### src/rtl/packet_mode_checker_reassembler_assert.svh
// Assertion macros for the packet-mode checker and reassembler.
// Included by the top level; needs clk_i and rst_ni in the including scope.
`ifndef PACKET_MODE_CHECKER_REASSEMBLER_ASSERT_SVH
`define PACKET_MODE_CHECKER_REASSEMBLER_ASSERT_SVH

`ifndef NO_ASSERTIONS
// Same-cycle implication, checked out of reset.
`define PMCR_ASSERT_NOW(label, ante, cons) \
  label: assert property (@(posedge clk_i) disable iff (!rst_ni) (ante) |-> (cons)) \
    else $error("pmcr assertion failed");
// Next-cycle implication, checked out of reset.
`define PMCR_ASSERT_NEXT(label, ante, cons) \
  label: assert property (@(posedge clk_i) disable iff (!rst_ni) (ante) |=> (cons)) \
    else $error("pmcr assertion failed");
`else
`define PMCR_ASSERT_NOW(label, ante, cons)
`define PMCR_ASSERT_NEXT(label, ante, cons)
`endif

`endif

### src/rtl/pmcr_pkg.sv
// Shared types and constants for the packet-mode checker and reassembler.
// No dependencies.
package pmcr_pkg;

  typedef enum logic [1:0] {
    KIND_NONE    = 2'd0,
    KIND_DATA    = 2'd1,
    KIND_VERDICT = 2'd2
  } kind_e;

  typedef enum logic [2:0] {
    VERDICT_CRC_FAIL  = 3'd0,
    VERDICT_LEN_ERR   = 3'd1,
    VERDICT_SINGLE    = 3'd2,
    VERDICT_STARTED   = 3'd3,
    VERDICT_APPENDED  = 3'd4,
    VERDICT_COMPLETED = 3'd5,
    VERDICT_ABORTED   = 3'd6
  } verdict_e;

  // First/last flag codes from header byte 0
  localparam logic [1:0] LOC_INTERMEDIATE = 2'd0;
  localparam logic [1:0] LOC_LAST         = 2'd1;
  localparam logic [1:0] LOC_FIRST        = 2'd2;
  localparam logic [1:0] LOC_SINGLE       = 2'd3;

  localparam logic [15:0] CRC_POLY = 16'h1021;
  localparam logic [15:0] CRC_INIT = 16'hFFFF;
  localparam logic [15:0] CRC_XOR  = 16'hFFFF;

  localparam int unsigned HDR_BYTES = 3;
  localparam int unsigned CRC_BYTES = 2;

  // Packet length in bytes, indexed by the length id
  localparam logic [6:0] PACKET_LEN [4] = '{7'd24, 7'd48, 7'd72, 7'd96};

  localparam logic [7:0] PKT_COUNT_MAX = 8'hFF;

endpackage

### src/rtl/pmcr_if.sv
// Stream channels of the packet-mode checker: byte input and result output.
// Depends on pmcr_pkg.
interface pmcr_in_if;
  logic       valid;
  logic       ready;
  logic [7:0] stream_byte;
  logic       packet_start;

  modport source (output valid, stream_byte, packet_start, input ready);
  modport sink   (input valid, stream_byte, packet_start, output ready);
endinterface

interface pmcr_out_if;
  logic                valid;
  logic                ready;
  pmcr_pkg::kind_e     result_kind;
  logic [7:0]          data_byte;
  pmcr_pkg::verdict_e  verdict;
  logic [9:0]          packet_address;
  logic [6:0]          useful_length;
  logic                continuity_ok;
  logic [7:0]          group_packets;
  logic [15:0]         group_bytes;

  modport source (output valid, result_kind, data_byte, verdict, packet_address,
                  useful_length, continuity_ok, group_packets, group_bytes,
                  input ready);
  modport sink   (input valid, result_kind, data_byte, verdict, packet_address,
                  useful_length, continuity_ok, group_packets, group_bytes,
                  output ready);
endinterface

### src/rtl/pmcr_crc16.sv
// Bytewise CRC-16 update, MSB first, polynomial from pmcr_pkg.
// Depends on pmcr_pkg.
module pmcr_crc16 (
  input  logic [15:0] crc_i,
  input  logic [7:0]  data_i,
  output logic [15:0] crc_o
);

  always_comb begin
    logic [15:0] c;
    logic        fb;
    c = crc_i;
    for (int i = 7; i >= 0; i--) begin
      fb = c[15] ^ data_i[i];
      c  = {c[14:0], 1'b0};
      if (fb) begin
        c = c ^ pmcr_pkg::CRC_POLY;
      end
    end
    crc_o = c;
  end

endmodule

### src/rtl/packet_mode_checker_reassembler.sv
// Packet-mode network-level checker and reassembler, top level.
// Depends on pmcr_pkg, pmcr_if, pmcr_crc16 and the assertion macro header.
//
//  channel   dir  handshake      payload
//  -------   ---  -------------  ---------------------------------------------
//  in_i      in   valid/ready    stream_byte[7:0], packet_start
//  out_o     out  valid/ready    result_kind, data_byte, verdict, packet_address,
//                                useful_length, continuity_ok, group_packets,
//                                group_bytes
//
// One byte per cycle while out_o is not stalled: each accepted request yields
// exactly one result, held in the result register from the cycle after it.
// The byte-wide CRC update and group counters feed that register combinationally.
// A request is taken while the result register is empty or being drained,
// so a stall on out_o stalls in_i by one register and no more.
// Reset (rst_ni low, asynchronous) leaves the block between packets, no group open.

`include "packet_mode_checker_reassembler_assert.svh"

module packet_mode_checker_reassembler #(
  parameter int unsigned GROUP_BYTES_MAX = 65535
) (
  input  logic        clk_i,
  input  logic        rst_ni,
  pmcr_in_if.sink     in_i,
  pmcr_out_if.source  out_o
);

  // ---------------------------------------------------------------------------
  // Handshake
  // ---------------------------------------------------------------------------
  logic out_valid_q, out_valid_d;
  logic in_fire;

  // Take a new request when the result slot is free or drains this cycle
  assign in_i.ready = !out_valid_q || out_o.ready;
  assign in_fire    = in_i.valid && in_i.ready;

  // ---------------------------------------------------------------------------
  // Packet and group state
  // ---------------------------------------------------------------------------
  logic [6:0]  pos_q, pos_d;
  logic        in_packet_q, in_packet_d;
  logic [7:0]  hdr0_q, hdr0_d;       // length id, continuity, flags, address high
  logic [7:0]  hdr1_q, hdr1_d;       // address low
  logic [6:0]  useful_q, useful_d;   // useful data length
  logic [15:0] crc_q, crc_d;
  logic [7:0]  crc_hi_q, crc_hi_d;
  logic [1:0]  prev_cont_q, prev_cont_d;
  logic        grp_open_q, grp_open_d;
  logic [9:0]  grp_addr_q, grp_addr_d;
  logic [7:0]  grp_pkts_q, grp_pkts_d;
  logic [15:0] grp_bytes_q, grp_bytes_d;

  // Result payload
  pmcr_pkg::kind_e    kind_q, kind_d;
  logic [7:0]         data_q, data_d;
  pmcr_pkg::verdict_e verdict_q, verdict_d;
  logic [9:0]         addr_out_q, addr_out_d;
  logic [6:0]         useful_out_q, useful_out_d;
  logic               cont_ok_q, cont_ok_d;
  logic [7:0]         rep_pkts_q, rep_pkts_d;
  logic [15:0]        rep_bytes_q, rep_bytes_d;

  // ---------------------------------------------------------------------------
  // Datapath terms
  // ---------------------------------------------------------------------------
  logic [7:0]  b;
  logic        start;
  logic        active;
  logic [6:0]  pos;
  logic [15:0] crc_base;
  logic [15:0] crc_next;
  logic [6:0]  plen;
  logic [6:0]  data_end;       // position of the high CRC byte
  logic        len_err;
  logic [9:0]  addr;
  logic [1:0]  cont;
  logic [1:0]  loc;
  logic        cont_ok;
  logic        crc_ok;
  logic [7:0]  pkts_push;
  logic [16:0] bytes_sum;
  logic [15:0] bytes_push;

  assign b        = in_i.stream_byte;
  assign start    = in_i.packet_start;
  assign active   = start || in_packet_q;
  assign pos      = start ? 7'd0 : pos_q;
  // A start restarts the CRC from its initial value on this byte
  assign crc_base = start ? pmcr_pkg::CRC_INIT : crc_q;

  pmcr_crc16 u_crc (
    .crc_i  (crc_base),
    .data_i (b),
    .crc_o  (crc_next)
  );

  assign plen     = pmcr_pkg::PACKET_LEN[hdr0_q[7:6]];
  assign data_end = plen - 7'(pmcr_pkg::CRC_BYTES);
  // Useful length must fit the data field (packet minus header and CRC)
  assign len_err  = useful_q > (plen - 7'(pmcr_pkg::HDR_BYTES + pmcr_pkg::CRC_BYTES));

  assign addr    = {hdr0_q[1:0], hdr1_q};
  assign cont    = hdr0_q[5:4];
  assign loc     = hdr0_q[3:2];
  assign cont_ok = (cont == 2'(prev_cont_q + 2'd1));
  assign crc_ok  = ({crc_hi_q, b} == (crc_q ^ pmcr_pkg::CRC_XOR));

  // Group push: packet count stops at its maximum, byte count at GROUP_BYTES_MAX
  assign pkts_push  = (grp_pkts_q != pmcr_pkg::PKT_COUNT_MAX) ? grp_pkts_q + 8'd1 : grp_pkts_q;
  assign bytes_sum  = {1'b0, grp_bytes_q} + {10'd0, useful_q};
  assign bytes_push = (bytes_sum > 17'(GROUP_BYTES_MAX)) ? 16'(GROUP_BYTES_MAX)
                                                         : bytes_sum[15:0];

  // ---------------------------------------------------------------------------
  // Next state and result for the byte on the input
  // ---------------------------------------------------------------------------
  always_comb begin
    pos_d        = pos_q;
    in_packet_d  = in_packet_q;
    hdr0_d       = hdr0_q;
    hdr1_d       = hdr1_q;
    useful_d     = useful_q;
    crc_d        = crc_q;
    crc_hi_d     = crc_hi_q;
    prev_cont_d  = prev_cont_q;
    grp_open_d   = grp_open_q;
    grp_addr_d   = grp_addr_q;
    grp_pkts_d   = grp_pkts_q;
    grp_bytes_d  = grp_bytes_q;

    kind_d       = pmcr_pkg::KIND_NONE;
    data_d       = 8'd0;
    verdict_d    = pmcr_pkg::VERDICT_CRC_FAIL;
    addr_out_d   = 10'd0;
    useful_out_d = 7'd0;
    cont_ok_d    = 1'b0;
    rep_pkts_d   = 8'd0;
    rep_bytes_d  = 16'd0;

    if (active) begin
      if (start) begin
        // Drop any partial packet and begin a new one
        in_packet_d = 1'b1;
        crc_d       = pmcr_pkg::CRC_INIT;
        hdr1_d      = 8'd0;
        useful_d    = 7'd0;
        crc_hi_d    = 8'd0;
      end

      if (pos < 7'(pmcr_pkg::HDR_BYTES)) begin
        // Header byte: capture and run through the CRC
        case (pos[1:0])
          2'd0:    hdr0_d   = b;
          2'd1:    hdr1_d   = b;
          default: useful_d = b[6:0];
        endcase
        crc_d = crc_next;
        pos_d = pos + 7'd1;
      end else if (pos < data_end) begin
        // Data field: CRC it and echo the useful part
        crc_d = crc_next;
        if (!len_err && ((pos - 7'(pmcr_pkg::HDR_BYTES)) < useful_q)) begin
          kind_d = pmcr_pkg::KIND_DATA;
          data_d = b;
        end
        pos_d = pos + 7'd1;
      end else if (pos == data_end) begin
        // Hold the high CRC byte until the last one arrives
        crc_hi_d = b;
        pos_d    = pos + 7'd1;
      end else begin
        // Last byte: give the verdict
        in_packet_d  = 1'b0;
        pos_d        = 7'd0;
        kind_d       = pmcr_pkg::KIND_VERDICT;
        addr_out_d   = addr;
        useful_out_d = useful_q;
        cont_ok_d    = cont_ok;
        rep_pkts_d   = grp_pkts_q;
        rep_bytes_d  = grp_bytes_q;

        if (len_err) begin
          verdict_d = pmcr_pkg::VERDICT_LEN_ERR;
        end else if (!crc_ok) begin
          verdict_d = pmcr_pkg::VERDICT_CRC_FAIL;
        end else begin
          prev_cont_d = cont;
          case (loc)
            pmcr_pkg::LOC_SINGLE: begin
              verdict_d = pmcr_pkg::VERDICT_SINGLE;
            end
            pmcr_pkg::LOC_FIRST: begin
              // Restart the group on this packet
              grp_open_d  = 1'b1;
              grp_addr_d  = addr;
              grp_pkts_d  = 8'd1;
              grp_bytes_d = {9'd0, useful_q};
              rep_pkts_d  = 8'd1;
              rep_bytes_d = {9'd0, useful_q};
              verdict_d   = pmcr_pkg::VERDICT_STARTED;
            end
            default: begin
              if (!grp_open_q || (grp_addr_q != addr) || !cont_ok) begin
                // Group broken: drop it and report zero counts
                grp_open_d  = 1'b0;
                grp_addr_d  = 10'd0;
                grp_pkts_d  = 8'd0;
                grp_bytes_d = 16'd0;
                rep_pkts_d  = 8'd0;
                rep_bytes_d = 16'd0;
                verdict_d   = pmcr_pkg::VERDICT_ABORTED;
              end else begin
                rep_pkts_d  = pkts_push;
                rep_bytes_d = bytes_push;
                if (loc == pmcr_pkg::LOC_INTERMEDIATE) begin
                  grp_pkts_d  = pkts_push;
                  grp_bytes_d = bytes_push;
                  verdict_d   = pmcr_pkg::VERDICT_APPENDED;
                end else begin
                  // Report the totals, then close the group
                  grp_open_d  = 1'b0;
                  grp_addr_d  = 10'd0;
                  grp_pkts_d  = 8'd0;
                  grp_bytes_d = 16'd0;
                  verdict_d   = pmcr_pkg::VERDICT_COMPLETED;
                end
              end
            end
          endcase
        end
      end
    end
  end

  // Set the result slot on a request, clear it once taken
  always_comb begin
    if (in_fire) begin
      out_valid_d = 1'b1;
    end else if (out_o.ready) begin
      out_valid_d = 1'b0;
    end else begin
      out_valid_d = out_valid_q;
    end
  end

  // ---------------------------------------------------------------------------
  // Registers
  // ---------------------------------------------------------------------------
  always_ff @(posedge clk_i or negedge rst_ni) begin
    if (!rst_ni) begin
      out_valid_q <= 1'b0;
      pos_q       <= 7'd0;
      in_packet_q <= 1'b0;
      hdr0_q      <= 8'd0;
      hdr1_q      <= 8'd0;
      useful_q    <= 7'd0;
      crc_q       <= pmcr_pkg::CRC_INIT;
      crc_hi_q    <= 8'd0;
      prev_cont_q <= 2'd0;
      grp_open_q  <= 1'b0;
      grp_addr_q  <= 10'd0;
      grp_pkts_q  <= 8'd0;
      grp_bytes_q <= 16'd0;
    end else begin
      out_valid_q <= out_valid_d;
      // Advance packet and group state only on an accepted request
      if (in_fire) begin
        pos_q       <= pos_d;
        in_packet_q <= in_packet_d;
        hdr0_q      <= hdr0_d;
        hdr1_q      <= hdr1_d;
        useful_q    <= useful_d;
        crc_q       <= crc_d;
        crc_hi_q    <= crc_hi_d;
        prev_cont_q <= prev_cont_d;
        grp_open_q  <= grp_open_d;
        grp_addr_q  <= grp_addr_d;
        grp_pkts_q  <= grp_pkts_d;
        grp_bytes_q <= grp_bytes_d;
      end
    end
  end

  // Result payload: load on a request, hold while stalled
  always_ff @(posedge clk_i) begin
    if (in_fire) begin
      kind_q       <= kind_d;
      data_q       <= data_d;
      verdict_q    <= verdict_d;
      addr_out_q   <= addr_out_d;
      useful_out_q <= useful_out_d;
      cont_ok_q    <= cont_ok_d;
      rep_pkts_q   <= rep_pkts_d;
      rep_bytes_q  <= rep_bytes_d;
    end
  end

  assign out_o.valid          = out_valid_q;
  assign out_o.result_kind    = kind_q;
  assign out_o.data_byte      = data_q;
  assign out_o.verdict        = verdict_q;
  assign out_o.packet_address = addr_out_q;
  assign out_o.useful_length  = useful_out_q;
  assign out_o.continuity_ok  = cont_ok_q;
  assign out_o.group_packets  = rep_pkts_q;
  assign out_o.group_bytes    = rep_bytes_q;

  // ---------------------------------------------------------------------------
  // Assertions
  // ---------------------------------------------------------------------------
  // Between packets the byte position rests at zero
  `PMCR_ASSERT_NOW(a_idle_pos_zero, !in_packet_q, pos_q == 7'd0)
  // Past the header the position never runs beyond the packet length
  `PMCR_ASSERT_NOW(a_pos_in_packet, in_packet_q && (pos_q >= 7'd3), pos_q < plen)
  // No group open means no counts carried
  `PMCR_ASSERT_NOW(a_closed_group_empty, !grp_open_q,
                   (grp_pkts_q == 8'd0) && (grp_bytes_q == 16'd0) && (grp_addr_q == 10'd0))
  // Every accepted request leaves a result in the output slot
  `PMCR_ASSERT_NEXT(a_fire_gives_result, in_fire, out_valid_q)

endmodule
### src/flat_wrapper.sv
// flat-port wrapper written by rule: the top's interface ports become plain ports
module packet_mode_checker_reassembler_flat 
#(
  parameter int unsigned GROUP_BYTES_MAX = 65535
)
  (clk_i, rst_ni, in_i_valid, in_i_stream_byte, in_i_packet_start, in_i_ready, out_o_valid, out_o_result_kind, out_o_data_byte, out_o_verdict, out_o_packet_address, out_o_useful_length, out_o_continuity_ok, out_o_group_packets, out_o_group_bytes, out_o_ready);
  pmcr_in_if in_i_i ();
  pmcr_out_if out_o_i ();
  input  logic clk_i;
  input  logic rst_ni;
  input wire logic [$bits(in_i_i.valid)-1:0] in_i_valid;
  input wire logic [$bits(in_i_i.stream_byte)-1:0] in_i_stream_byte;
  input wire logic [$bits(in_i_i.packet_start)-1:0] in_i_packet_start;
  output wire logic [$bits(in_i_i.ready)-1:0] in_i_ready;
  output wire logic [$bits(out_o_i.valid)-1:0] out_o_valid;
  output wire logic [$bits(out_o_i.result_kind)-1:0] out_o_result_kind;
  output wire logic [$bits(out_o_i.data_byte)-1:0] out_o_data_byte;
  output wire logic [$bits(out_o_i.verdict)-1:0] out_o_verdict;
  output wire logic [$bits(out_o_i.packet_address)-1:0] out_o_packet_address;
  output wire logic [$bits(out_o_i.useful_length)-1:0] out_o_useful_length;
  output wire logic [$bits(out_o_i.continuity_ok)-1:0] out_o_continuity_ok;
  output wire logic [$bits(out_o_i.group_packets)-1:0] out_o_group_packets;
  output wire logic [$bits(out_o_i.group_bytes)-1:0] out_o_group_bytes;
  input wire logic [$bits(out_o_i.ready)-1:0] out_o_ready;
  assign in_i_i.valid = in_i_valid;
  assign in_i_i.stream_byte = in_i_stream_byte;
  assign in_i_i.packet_start = in_i_packet_start;
  assign in_i_ready = in_i_i.ready;
  assign out_o_valid = out_o_i.valid;
  assign out_o_result_kind = out_o_i.result_kind;
  assign out_o_data_byte = out_o_i.data_byte;
  assign out_o_verdict = out_o_i.verdict;
  assign out_o_packet_address = out_o_i.packet_address;
  assign out_o_useful_length = out_o_i.useful_length;
  assign out_o_continuity_ok = out_o_i.continuity_ok;
  assign out_o_group_packets = out_o_i.group_packets;
  assign out_o_group_bytes = out_o_i.group_bytes;
  assign out_o_i.ready = out_o_ready;
  packet_mode_checker_reassembler #(.GROUP_BYTES_MAX(GROUP_BYTES_MAX)) u_core (.clk_i(clk_i), .rst_ni(rst_ni), .in_i(in_i_i), .out_o(out_o_i));
endmodule
### config.mk
export PLATFORM = sky130hd
export DESIGN_NAME = packet_mode_checker_reassembler_flat
export DESIGN_NICKNAME = d
export VERILOG_FILES = /design/src/rtl/pmcr_pkg.sv /design/src/rtl/pmcr_if.sv /design/src/rtl/pmcr_crc16.sv /design/src/rtl/packet_mode_checker_reassembler.sv /design/src/flat_wrapper.sv
export VERILOG_INCLUDE_DIRS = /design/src /design/src/rtl
export SDC_FILE = /design/constraint.sdc
export NUM_CORES = 1
export LEC_CHECK = 0
export ABC_AREA = 0
export BUFFER_PORTS_ARGS = -buffer_cell sky130_fd_sc_hd__buf_2
export CAP_MARGIN = 10
export CORE_ASPECT_RATIO = 1.2
export CORE_UTILIZATION = 55
export DETAILED_ROUTE_END_ITERATION = 16
export HOLD_SLACK_MARGIN = 0.03
export PLACE_DENSITY_LB_ADDON = 0.1
export SYNTH_ARGS = -nofsm -noshare
export SYNTH_HDL_FRONTEND = slang
export SYNTH_HIERARCHICAL = 1
export SYNTH_SLANG_ARGS = --single-unit
### constraint.sdc
create_clock -name clk_i -period 3.1 [get_ports clk_i]
set_input_delay 0.155 -clock clk_i [delete_from_list [all_inputs] [get_ports clk_i]]
set_output_delay 0.155 -clock clk_i [all_outputs]
set_load 0.05 [all_outputs]
### Word-level counts from Yosys, hierarchy flattened

Index checks and enable logic that the tools add are counted.

| cells by class | value |
|---|---|
| $add $sub $neg | 7 |
| $lt $le $gt $ge | 6 |
| equal/unequal tests | 9 |
| mux-type cells | 64 |
| bitwise operators | 26 |
| reductions and logical operators | 23 |

Operators by type and width:

| cell | count |
|---|---|
| $mux 16 | 9 |
| $mux 13 | 8 |
| $mux 8 | 13 |
| $pmux 16 s2 | 2 |
| $mux 7 | 9 |
| $pmux 8 s2 | 2 |
| $not 3->3 | 8 |
| $mux 10 | 2 |
| $pmux 10 s2 | 1 |
| $add 16x7->17 | 1 |
| $gt 17x16->1 const B | 1 |
| $eq 16x16->1 | 1 |
| $not 16->16 | 1 |
| $bmux 7 s2 | 1 |
| $lt 7x7->1 | 2 |
| $sub 7x2->7 const B | 2 |
| $mux 1 | 12 |
| $ne 10x10->1 | 1 |
| $reduce_and 9->1 | 1 |
| $add 8x1->8 const B | 1 |
| $ne 8x8->1 const B | 1 |
| $not 1->1 | 8 |
| $reduce_and 8->1 | 1 |
| $reduce_or 4->1 | 2 |
| 27 further kinds | 45 |

| storage, ports and cells | value |
|---|---|
| register bits after elaboration | 148 |
| input port bits | 13 |
| output and inout bits | 57 |
| word-level logic and storage cells | 157 |

### Logic depth before layout (Yosys ltp)

| logic depth | value |
|---|---|
| depth in word-level cells | 19 |
| mapped depth | 13 |
| gate-level depth less buffers | 12 |

### Cells and area by module

The synthesis kept the hierarchy.

Modules (own cells, without submodules):

| module | instances | cells each | area each (um^2) | sequential area each (um^2) |
|---|---|---|---|---|
| packet_mode_checker_reassembler | 1 | 800 | 8100.3 | 3998.8 |
| pmcr_crc16 | 1 | 25 | 387.9 | 0.0 |

### Worst setup path after synthesis

No wires, ideal clock.

| path | value |
|---|---|
| path type | reg-to-reg |
| start point | register u_core.out_valid_q (netlist: u_core/out_o.valid) |
| end point | register u_core.useful_q[4] |
| library setup time | 0.137 ns |
| arrival | 3.190 ns |
| required time | 2.963 ns |
| slack | -0.227 ns |
| stages on the path, launching flop included | 7 |
| path buffers | 0 |
| period minus slack after synthesis | 3.327 ns |
| cells stage by stage | dfrtp_1 -> nand2b_1 -> nand2_1 -> inv_1 -> nand2_1 -> nand2_1 -> o21ai_0 |

| on the way | value |
|---|---|
| word-level cells in the longest chain between the ends | 4 |

Ends and longest elaborated chain:

| what | line | text |
|---|---|---|
| start: declaration | packet_mode_checker_reassembler.sv:32 | `logic out_valid_q, out_valid_d;` |
| start signal: assignment | packet_mode_checker_reassembler.sv:267 | `out_valid_q <= out_valid_d;` |
| $logic_not 1->1 | packet_mode_checker_reassembler.sv:36 | `assign in_i.ready = !out_valid_q \|\| out_o.ready;` |
| $logic_or 1x1->1 | packet_mode_checker_reassembler.sv:36 |  |
| named net in_i_ready | flat_wrapper.sv:14 | `output wire logic [$bits(in_i_i.ready)-1:0] in_i_ready;` |
| $logic_and 1x1->1 | packet_mode_checker_reassembler.sv:37 | `assign in_fire = in_i.valid && in_i.ready;` |
| named net u_core.in_fire | packet_mode_checker_reassembler.sv:33 | `logic in_fire;` |
| $reduce_and 2->1 (no source line) | -- |  |
| end signal: assignment | packet_mode_checker_reassembler.sv:274 | `useful_q <= useful_d;` |
| end: declaration | packet_mode_checker_reassembler.sv:46 | `logic [6:0] useful_q, useful_d;` |

The timed path passes the listed nets, and every way through them passes these cells.
A chain may end at the register's enable or synchronous reset.

### Worst setup path after layout

| path | value |
|---|---|
| start point | register u_core.hdr0_q[6] |
| end point | register u_core.grp_pkts_q[4] |

| on the way | value |
|---|---|
| word-level cells in the longest chain between the ends | 8 |
| elaborated cells between the ends (all ways) | 13 |
| those cells by class | add/sub (2); order compare (2); eq/ne (1); mux (3); bitwise (4); reduce/logical (1) |

Ends and longest elaborated chain:

| what | line | text |
|---|---|---|
| start: declaration | packet_mode_checker_reassembler.sv:44 | `logic [7:0] hdr0_q, hdr0_d;` |
| start signal: assignment | packet_mode_checker_reassembler.sv:272 | `hdr0_q <= hdr0_d;` |
| $not 2->3 (implied by the code) (*) | packet_mode_checker_reassembler.sv:99 | `assign plen = pmcr_pkg::PACKET_LEN[hdr0_q[7:6]];` |
| $bmux 7 s2 (*) | packet_mode_checker_reassembler.sv:99 |  |
| $mux 7 (implied by the code) (*) (2 in series) | packet_mode_checker_reassembler.sv:99 |  |
| $sub 7x3->7 / $sub 7x2->7 (equally long branches) | packet_mode_checker_reassembler.sv:102, packet_mode_checker_reassembler.sv:100 |  |
| $gt 7x7->1 (tied with other cells) | packet_mode_checker_reassembler.sv:102 | `assign len_err = useful_q > (plen - 7'(pmcr_pkg::HDR_BYTES + pmcr_pkg::CRC_BYTES));` |
| $not 1->1 (no source line) | -- |  |
| $reduce_and 8->1 (no source line) (*) | -- |  |
| end signal: assignment | packet_mode_checker_reassembler.sv:280 | `grp_pkts_q <= grp_pkts_d;` |
| end: declaration | packet_mode_checker_reassembler.sv:52 | `logic [7:0] grp_pkts_q, grp_pkts_d;` |

Mark *: on every way between the ends. The rest lies on a longest branch, timed or not. The select of a mux whose other input is x is not followed.

==> reports/results.ini <==
[status]
status=completed

[cts]
ctsHoldBuffers=3
cts.sinks=148
post_cts_resized=0
clk_pin_slew_ps=70
cts_buffer_depth=2
tritoncts=done
post-cts-setup-buffer-count=0
cts-root-buf=clkbuf_16
cts_buffers=17
clkLatencyLatePin_ps=430
cts_max_level=4

[timing]
finalHoldViolCount=0
clock_skew_ps=9.95
hold_slack_ps=78.9
finalSetupTns_ps=0
tightest_slew_ps=661
slew_viol_final=0
setup_viol_count_final=0
slew-limit-headroom_pct=55.7
period_share_pct=93.0
rsz0062_at_grt=no
fmax_mhz=347
fin_crit_ps=2880

[place]
hpwl_mm=15.5
port_buffers=69
gp_congestion=0.936
place_inst=1099

[routing]
ant_nets=0
drc=0
drt_iter0_drc=618
via_per_inst=6.06
vias=6875
wl_per_cell_um=19.3
routed_wl_mm=21.9
first_pass_iters=5

[logic_synthesis]
syn_nets=868
synthTopCellsByArea=dfrtp_1 23%, edfxtp_1 19%, dfstp_2 5.0%
async_flop_share_pct=62.8
synth_ff_type=dfrtp_1
netlist-cell-type-count=67
syn_area_um2=8490
yosysWarnings=6
ys_ff_latch=148
seq_area_frac_synth_pct=47.1
yosysTopAreaCellShare_pct=22.7
avgSynthCellArea_um2=10.3
synth_edf_count=55
synth.largest_area_cell=dfrtp_1
synthTopCellsByCount=77 x dfrtp_1, 77 x nand2_1, 58 x o21ai_0
synth_cells=825

[die]
die_h_um=138
initial_core_util_pct=56.5
die_w_um=115
io_pins=70
std_cell_rows=49
dieArea_um2=15900
core_area_um2=15000

[setup_path]
worst_path_max_delay_cell=o41ai_1
critPathKind=flip-flop to flip-flop
start_kind=flip-flop
cp-end-kind=flip-flop
path_buf_inv=2
crit_arrival_ps=3160
crit_path_max_incr_delay_ps=410
cp_top_family=simple AND/OR/NAND/NOR gates
crit_chain=inv_1, ha_1, or2_2, ha_1, and4b_1, o21ai_0, nand2_1, nand3_1, buf_4, o41ai_1, o21ai_0
worstPathMaxFanout=18
reg2reg_slack_ps=220
cp_data_required_time_ps=3380

[pwr]
p_per_area_nw_per_um2=697
ir_worst_vdd_mv=0.380
cellLeakagePower_nw=4.30
total_power_w=0.00689

[finish]
antenna_cells=0
drive_gt1_share_pct=22.9
ff_latch_area_um2=4000
finalNonFillerCells=1134
multi_input_area_um2=4170
fillers=1197
area_growth_pct=16.5
final_util_pct=65.9
nNetsFinal=960

[global_routing]
grt_pass1_wl_mm=35.3
grt_pass1_vias=6715
grt_max_degree=94
antenna_found_initial=0
grtUsageTotal_pct=28.9
grt_overflow_total=0

[run]
maxCapViolations=0

[worst_hold_path]
min_path_type=input pin to flip-flop

[through the flow]
step,instance area [µm²],setup slack (ps)
6_report,9890,218
5_1_grt,9890,14.5
3_3_place_gp,9240,321
4_1_cts,9890,214
3_5_place_dp,9240,265
2_1_floorplan,8490,176
[kinds of logic (layout without fill, tap and decap cells)]
family | Yosys count | count (layout) | synth area share [%]
DFF | 148 | 148 | 47.1
xor gates and xnor gates | 58 | 58 | 8.03
AOI/OAI and AO/OA | 201 | 201 | 15.6
and+or+nand+nor | 285 | 285 | 17.3
buffers and inverters | 75 | 180 | 3.74
muxes | 28 | 28 | 3.69
adders and majority gates | 30 | 30 | 4.51
[state kept, by name, indices dropped and copies added, names as in the netlist, 7 cells and up]
name and count:
u_core/out_o.data_byte 8, u_core/grp_bytes_q 16, u_core/grp_pkts_q 8, u_core/pos_q 7, u_core/hdr0_q 8, u_core/out_o.useful_length 7
u_core/hdr1_q 8, u_core/out_o.group_packets 8, u_core/crc_q 16, u_core/crc_hi_q 8, u_core/out_o.group_bytes 16, u_core/useful_q 7
u_core/grp_addr_q 10, u_core/out_o.packet_address 10
[routing by layer]
metal  vias to the layer above  GRT usage (%)  wire [µm]
met3                        52           4.38       1160
met2                       292           48.5      11100
met5                         -              0          0
met4                         0           13.0        664
met1                      3331           36.6       8900
li1                       3200              -          -
[cell usage in the layout (no fill, tap or decap), types with 5 or more instances in the layout]
cell type	n
a211oi_1	5
a21o_1	6
a21oi_1	36
a22o_1	25
a22oi_1	5
a31oi_1	15
and2_1	18
and3_1	10
buf_2	68
buf_4	34
clkbuf_16	18
dfrtp_1	77
dfstp_2	16
edfxtp_1	55
ha_1	29
inv_1	39
mux2_2	26
nand2_1	77
nand2b_1	11
nand3_1	29
nand3b_1	5
nand4_1	15
nor2_1	47
nor2b_1	6
nor3_1	16
nor4_1	14
o2111ai_1	5
o21ai_0	58
o22ai_1	7
o31ai_1	9
o41ai_1	5
or2_2	20
xnor2_1	14
xnor3_1	5
xor2_1	31
[layout make-up]
type / instances / share of cell area [%]
multi-input combinational: 602 / 42.2
sequential: 148 / 40.4
timing repair buffer: 108 / 6.93
clock buffer: 20 / 4.63
tap: 204 / 2.58
clock inverter: 12 / 1.68
inverter: 40 / 1.56
[worst min-delay path, stage by stage]
cell and delay, ps:
buf_2 170, nand2_1 70, o21ai_0 70
[path summary, 6_finish.rpt]
kind	start	to	cells after the start
max reg2reg	u_core/hdr0_q[6]$_DFFE_PN0P_	u_core/grp_pkts_q[4]$_DFFE_PN0P_	11
min reg2reg	u_core/grp_open_q$_DFFE_PN0P_	u_core/grp_open_q$_DFFE_PN0P_	1
max	u_core/hdr0_q[6]$_DFFE_PN0P_	u_core/grp_pkts_q[4]$_DFFE_PN0P_	11
min	in_i_stream_byte[3]	u_core/hdr1_q[3]$_DFFE_PN0P_	3
max in group asynchronous	rst_ni	u_core/useful_q[3]$_DFFE_PN0P_	3
min in group asynchronous	rst_ni	u_core/grp_pkts_q[4]$_DFFE_PN0P_	3
[power by group]
part	switching, W	internal, W
logic	0.00110	0.000910
registers	0.000313	0.00237
clock network	0.000859	0.00133
No activity file was read; power rests on OpenSTA's default activity.
